**src/hw/rtl/dcr_pkg.sv**
```systemverilog
package dcr_pkg;

    localparam int DEF_ENTRIES       = 16;
    localparam int DEF_PAYLOAD_BYTES = 16;

    localparam logic [1:0] OP_INSERT = 2'd0;
    localparam logic [1:0] OP_LOOKUP = 2'd1;
    localparam logic [1:0] OP_READ   = 2'd2;

    localparam logic [2:0] ST_APPENDED  = 3'd0;
    localparam logic [2:0] ST_REPLACED  = 3'd1;
    localparam logic [2:0] ST_DUPLICATE = 3'd2;
    localparam logic [2:0] ST_FOUND     = 3'd3;
    localparam logic [2:0] ST_NOT_FOUND = 3'd4;
    localparam logic [2:0] ST_BAD_SLOT  = 3'd5;

    // One stored record, kept as one memory row.
    typedef struct packed {
        logic [31:0] id;
        logic [31:0] stamp;
        logic [4:0]  len;
        logic [63:0] low;
        logic [63:0] high;
    } rec_t;

    // Mask that keeps the lowest nbytes bytes of a 64-bit word.
    function automatic logic [63:0] mask_bytes(input int nbytes);
        logic [63:0] m;
        if (nbytes >= 8)
        begin
            m = '1;
        end
        else if (nbytes <= 0)
        begin
            m = '0;
        end
        else
        begin
            m = (64'd1 << (8 * nbytes)) - 64'd1;
        end
        return m;
    endfunction

endpackage

```
**src/hw/rtl/dcr_match.sv**
```systemverilog
module dcr_match
    import dcr_pkg::*;
#(
    parameter int ENTRIES = DEF_ENTRIES,
    localparam int IDX_W  = $clog2(ENTRIES),
    localparam int CNT_W  = $clog2(ENTRIES + 1)
)
(
    input  logic             clk,
    input  logic             cmp_en,
    input  logic [31:0]      cmp_key,
    input  logic [CNT_W-1:0] count,
    input  logic             wr_en,
    input  logic [IDX_W-1:0] wr_idx,
    input  logic [31:0]      wr_id,
    output logic             hit,
    output logic [IDX_W-1:0] hit_idx
);

    logic [31:0]        id_reg [ENTRIES];
    logic [ENTRIES-1:0] match_reg;
    logic [ENTRIES-1:0] match_next;

    // Every stored id is compared in parallel; slots at or beyond the count never match.
    always_comb
    begin
        for (int i = 0; i < ENTRIES; i++)
        begin
            match_next[i] = (id_reg[i] == cmp_key) && (CNT_W'(i) < count);
        end
    end

    always_ff @(posedge clk)
    begin
        if (cmp_en)
        begin
            match_reg <= match_next;
        end
        if (wr_en)
        begin
            id_reg[wr_idx] <= wr_id;
        end
    end

    // The lowest matching slot wins.
    always_comb
    begin
        hit     = 1'b0;
        hit_idx = '0;
        for (int i = ENTRIES - 1; i >= 0; i--)
        begin
            if (match_reg[i])
            begin
                hit     = 1'b1;
                hit_idx = IDX_W'(i);
            end
        end
    end

endmodule

```
**config.mk**
```make
export PLATFORM = sky130hd
export DESIGN_NAME = dcr_match
export DESIGN_NICKNAME = d
export VERILOG_FILES = /design/src/hw/rtl/dcr_pkg.sv /design/src/hw/rtl/dcr_match.sv
export SDC_FILE = /design/constraint.sdc
export NUM_CORES = 1
export LEC_CHECK = 0
export ABC_AREA = 1
export ABC_CLOCK_PERIOD_IN_PS = 2800
export BUFFER_PORTS_ARGS = -buffer_cell sky130_fd_sc_hd__buf_4
export CAP_MARGIN = 0
export CORE_ASPECT_RATIO = 0.6
export CORE_UTILIZATION = 58
export CTS_BUF_LIST = sky130_fd_sc_hd__clkbuf_2 sky130_fd_sc_hd__clkbuf_4 sky130_fd_sc_hd__clkbuf_8
export DETAILED_ROUTE_END_ITERATION = 10
export PLACE_DENSITY = 0.78
export SLEW_MARGIN = 20
export SYNTH_ARGS = -nofsm -noshare
export SYNTH_HDL_FRONTEND = slang
export SYNTH_SLANG_ARGS = --single-unit
```
**constraint.sdc**
```tcl
create_clock -name clk -period 2.8 [get_ports clk]
set_clock_uncertainty 0.15 [all_clocks]
set_input_delay 0.84 -clock clk [delete_from_list [all_inputs] [get_ports clk]]
set_output_delay 0.84 -clock clk [all_outputs]
set_load 0.02 [all_outputs]
```
==> flow_summary.ini, run 1 <==
[run_status]
run_status = finished, violations left
violations = negative setup slack

[floorplanning]
core-area_sq_mm = 0.03910
die_y_microns = 156.4
fp-row-count = 56
io_pins = 81
die_w_microns = 259.3
dieArea_sq_mm = 0.04054
start_util_pct = 58.91

[timing]
slew_viol_final = 0
fin_setup_tns_ns = -1.930
hold_viol = 0
max_freq_mhz = 309.0
setup_viol = 5
grt_setup_unrepaired = true
worst_pin_slew_ns = 1.063
layout_min_cycle_time_ns = 3.236
setup_ws_ns = -0.4363
slew_headroom_pct = 28.48
finalHoldWorstSlack_ns = 0.4270
period_share_pct = 115.6

[route]
drtIter0Drc = 3054
wl_per_cell_microns = 34.01
vias = 16820
via_per_inst = 6.643
detail-route-antenna-nets = 0
wl_microns = 86120
drc = 0
drtPass1Iterations = 6

[clock_tree]
htreeDepth = 3
cts_buffer_depth = 3
clkTransAtPathRegs_ns = 0.07
insertion_delay_ns = 0.66
numCtsBuffers = 77
cts_tree = yes
cts_sinks = 528
cts.root.buffer_cell = clkbuf_8
holdBufCountCts = 0

[placement]
gp_congestion = 1.021
port_buffers = 80
dp_cells = 2384
dp_hpwl_microns = 57790
dpl_cell_area_sq_mm = 0.02508

[finish]
multi_input_area_sq_mm = 0.006521
final_common_cell = edfxtp_1
fin_nets = 2020
final_cell_mix = 528 x edfxtp_1, 273 x nand2_1, 194 x buf_4, 137 x xnor2_1, 82 x or2_2
seq_area_sq_mm = 0.01586
drive_gt1_share_pct = 24.03
fin_util_pct = 68.24
syn_to_final_growth_pct = 15.85
fill_cells = 2777
stdcell_area_sq_mm = 0.02668
instances_no_fill = 2532
largest_reg_flops = 512

[synthesis]
syn_area_sq_mm = 0.02303
yosys_warnings = 0
synth_edf_count = 528
ys_types = 38
synth_nets = 1793
postSynthCellCount = 1717
yosysSeqAreaShare_pct = 68.84
synthArstFlopShare_pct = 0
ys_seq_elements = 528
ys.flop_type = edfxtp_1
avgSynthCellArea_sq_um = 13.41

[critical_path]
worstSetupPathType = reg -> out
cp_slowest_stage_delay_ns = 0.47
crit_path_cell_trace = buf_4, or2_4, nand3_1, nand3_1, nand3_1, nand3_1, a31oi_2, nor3_1, buf_4
start_kind = flip-flop
critPathMaxFanout = 2
critPathCaptureType = primary output
arrival_ns = 2.25
critPathRequiredTime_ns = 1.81
crit_top_cell = nand3_1
crit_slowest_cell = edfxtp_1

[grt]
grt_pass1_wl_microns = 116600
grt_antenna_before_repair = 5
grt_pass1_vias = 15430
grt.total_usage_pct = 42.89
grt.overflow.total = 0
grt_max_degree = 33

[job]
drv_cap = 0

[pwr]
p_sw_share_pct = 25.25
switchingPower_mw = 4.240
vdd_ir_drop_max_mv = 0.5400
pwr-share-seq_pct = 53.2
powerDensity_mw_per_mm2 = 629.4
power.leakage_nw = 9.053
p_comb_share_pct = 9.3
clkPwrFrac_pct = 37.5
intPower_mw = 12.55

[worst_hold_path]
worstHoldPathType = in -> reg
## cell type report
| class | count | share of cell area, % |
|---|---|---|
| timing repair buffer | 215 | 6.936 |
| clock inverter | 36 | 0.9144 |
| clock buffer | 101 | 4.717 |
| multi-input combinational | 1053 | 24.44 |
| sequential | 528 | 59.42 |
| antenna | 8 | 0.07503 |
| tap | 522 | 2.448 |
| inverter | 69 | 1.046 |
## per-layer routing
metal  vias up  part of all wire [%]  wire length (microns)  global-route usage, %
li1       6820                     -                      -                      -
met4         2                   3.7                   3224                  13.31
met2      1605                    38                  33030                  55.64
met1      8156                    37                  32050                  61.20
met3       236                    21                  17760                  22.90
met5         -                 0.053                     46                      0
## per-stage QoR
stage                     power, mW  setup WS [ns]
after CTS                     16.66        -0.3506
final                         16.79        -0.4363
after detailed placement      10.57        -0.3733
after global placement        10.54        -0.3640
after floorplan               9.755        -0.1827
after global routing          17.09        -0.5751
## cells in the mapped netlist, drive strengths merged (31+ instances only)
cell type  instances  share of area, %
edfxtp           528                69
buf               67               2.4
o21ai             83               1.8
nor2              93               1.5
nand3             37              0.80
xor2              60               2.3
a22o              35               1.3
a221oi            50               2.0
xnor2            137               5.2
or2               92               2.5
nand4             31              0.84
nand2            274               4.5
nor4              38               1.2
o22ai             56               1.5
inv               69               1.2
## cell families after synthesis
| logic type | share of synthesized area, % |
|---|---|
| buffers and inverters | 3.580 |
| xor gates and xnor gates | 7.491 |
| DFF | 68.84 |
| AOI/OAI and AO/OA | 8.187 |
| and+or+nand+nor | 11.90 |
## worst max-delay path, delay by kind of cell (launching register included)
family                 cells  cell delay [ns]
flip-flops                 1             0.47
AO/OA/AOI/OAI              1             0.19
buffers and inverters      2             0.33
AND/OR/NAND/NOR            6             0.62
## power groups by stage
stage / registers [mW] / clock network, mW / logic [mW]
after global routing: 8.95 / 6.56 / 1.57
after global placement: 9.10 / 0 / 1.44
after CTS: 8.94 / 6.24 / 1.47
after detailed placement: 9.11 / 0 / 1.46
after floorplan: 9.09 / 0 / 0.669
final: 8.94 / 6.29 / 1.56
## final timing paths
check,startpoint,end,slack [ns],cells after the start
min,wr_id[13],id_reg[8][13],0.43,1
min reg2reg,id_reg[1][26],match_reg[1],0.62,5
max reg2reg,id_reg[13][1],match_reg[13],0.13,7
max,match_reg[14],hit_idx[1],-0.44,9
## repair_timing
| action | in CTS | in global routing |
|---|---|---|
| resized for setup | 13 | 2 |
| endpoints found under the setup margin | 5 | 5 |
| setup buffers | 2 | 1 |
| pin swaps | 5 | 2 |
Note: power is estimated with default switching activity, not from simulation.
==> run 2, diff against run 1 <==
ABC_AREA = default   (was 1)
==> flow_summary.ini, run 2 <==
[pwr]
finalPower_mw = 16.31
powerDensity_mw_per_mm2 = 625.2
vdd_ir_drop_max_mv = 0.4965
power.leakage_nw = 8.789

[timing]
setup_viol = 3
hold_viol = 0
setup_ws_ns = -0.2166
fin_setup_tns_ns = -0.3892
max_freq_mhz = 331.5
layout_min_cycle_time_ns = 3.017
grt_setup_unrepaired = true
finalHoldWorstSlack_ns = 0.4321
slew_headroom_pct = 37.68
period_share_pct = 107.7
worst_pin_slew_ns = 0.9262
slew_viol_final = 0

[finish]
final_cell_mix = 528 x edfxtp_1, 336 x xor2_1, 198 x buf_4, 171 x xnor2_1, 95 x nor4_1
largest_reg_flops = 512
syn_to_final_growth_pct = 17.65
stdcell_area_sq_mm = 0.02609
instances_no_fill = 2164
final_common_cell = edfxtp_1
fin_nets = 1671
drive_gt1_share_pct = 22.00

[route]
wl_microns = 69120
wl_per_cell_microns = 31.94
drtPass1Iterations = 5
detail-route-antenna-nets = 0
drtIter0Drc = 2265
via_per_inst = 6.178
vias = 13370
drc = 0

[worst_hold_path]
worstHoldPathType = in -> reg

[floorplanning]
core-area_sq_mm = 0.03764
io_pins = 81
fp-row-count = 55
start_util_pct = 58.91
die_y_microns = 153.5
die_w_microns = 254.4
dieArea_sq_mm = 0.03904

[clock_tree]
cts_sinks = 528
cts_buffer_depth = 3
clkTransAtPathRegs_ns = 0.07
cts.root.buffer_cell = clkbuf_8
numCtsBuffers = 77
insertion_delay_ns = 0.65
htreeDepth = 3
cts_tree = yes

[synthesis]
synth_largest_area_cell = edfxtp_1
ys.flop_type = edfxtp_1
synthMuxAreaShare_pct = 0
synth_commonest_cells = 528 x edfxtp_1, 336 x xor2_1, 175 x xnor2_1
syn_area_sq_mm = 0.02218
avgSynthCellArea_sq_um = 16.32
synth_simple_gate_area_share_pct = 5.941
yosysMostFrequentCell = edfxtp_1
synthTopCellsByArea = edfxtp_1 72%, xor2_1 13%, xnor2_1 6.9%
yosys_warnings = 0
synth_xor_area_share_pct = 20.18
synthArstFlopShare_pct = 0
synth_nets = 1435
synth_top_area_share_pct = 71.50
synth_top_family_by_area = XOR/XNOR gates
ys_types = 37
yosysSeqAreaShare_pct = 71.50
ys_seq_elements = 528
synth_fa_ha_area_share_pct = 0
postSynthCellCount = 1359
synth_edf_count = 528
synth_compound_area_share_pct = 0.7222

[placement]
dp_hpwl_microns = 44710
port_buffers = 80
gp_congestion = 0.9709
dp_cells = 2028
dpl_cell_area_sq_mm = 0.02460

[run_status]
violations = negative setup slack
run_status = finished, violations left

[critical_path]
crit_path_cell_trace = o31ai_1, a211oi_1, o31a_1, nor3_2, buf_4
crit_family = compound AO/OA/AOI/OAI gates
worst_r2r_endpoint = match_reg[15]
worstSetupPathType = reg -> out
critPathCaptureType = primary output
crit_slowest_cell = edfxtp_1
critPathMaxFanout = 3
r2r_slack_ns = 0.10
crit_start = match_reg[13]
cp_num_cells = 5
cp_num_buf_inv = 1
critPathRequiredTime_ns = 1.81
r2r.worst_path.cells = 8
start_kind = flip-flop
cp_slowest_stage_delay_ns = 0.50
r2r_start = id_reg[15][19]
crit_path_end = hit_idx[1]
arrival_ns = 2.03

[grt]
grt_pass1_wl_microns = 95400
grt_antenna_before_repair = 6
grt_pass1_vias = 13050
grt_max_degree = 33
grt.overflow.total = 0
grt.total_usage_pct = 36.59

[job]
drv_cap = 0
## run 2: cell count changes after synthesis, moves of 55 or more
cell and change:
o22ai_1 -55, nand2_1 -267, o21ai_0 -72, nor2_1 -70, or2_2 -82, nor4_1 +63, xor2_1 +276
## run 2: power by group
group	switching [mW]	internal, mW
clock network	2.94	3.03
logic	0.926	0.489
registers	0.0658	8.86
## run 2: layer usage
metal	vias to the layer above	routed length, microns	GRT usage (%)
met1	6638	26110	51.12
li1	5466	-	-
met4	2	1802	10.38
met5	-	7	0
met3	142	12930	19.52
met2	1122	28270	49.42
## run 2: kinds of logic after synthesis
logic type | count (synthesis)
AOI/OAI and AO/OA | 24
xor gates and xnor gates | 511
buffers and inverters | 71
DFF | 528
and+or+nand+nor | 225
## run 2: worst min path at each step
| stage | startpoint | to | slack (ns) | depth (start not counted) |
|---|---|---|---|---|
| after floorplan | id_reg[15][29] | match_reg[15] | 0.49 | 3 |
| after global placement | id_reg[13][9] | match_reg[13] | 0.52 | 3 |
| after detailed placement | id_reg[13][9] | match_reg[13] | 0.53 | 3 |
| after CTS | wr_id[28] | id_reg[3][28] | 0.40 | 1 |
| after global routing | wr_id[14] | id_reg[11][14] | 0.41 | 1 |
| final | wr_id[14] | id_reg[4][14] | 0.43 | 1 |
## run 2: final cells by class
cell class                 count  area, sq um
multi-input combinational    760         6142
fill                        2510        11550
antenna                        1        2.502
inverter                       4        15.01
sequential                   528        15860
timing repair buffer         224         2007
clock buffer                 102         1272
clock inverter                32        153.9
tap                          513        641.9
## run 2: timing repair
item | CTS | global route
pin swaps | 3 | 1
setup endpoints to repair | 6 | 6
setup buffers | 1 | 0
hold buffers | 0 | 0
resized for setup | 6 | 4
## run 2: metrics by stage
step	setup WS, ns	utilization, %
global route	-0.2535	69.30
detailed placement	-0.6076	65.35
finish	-0.2166	69.31
global placement	-0.6761	65.35
CTS	-0.2287	69.24
floorplan	-0.4980	-
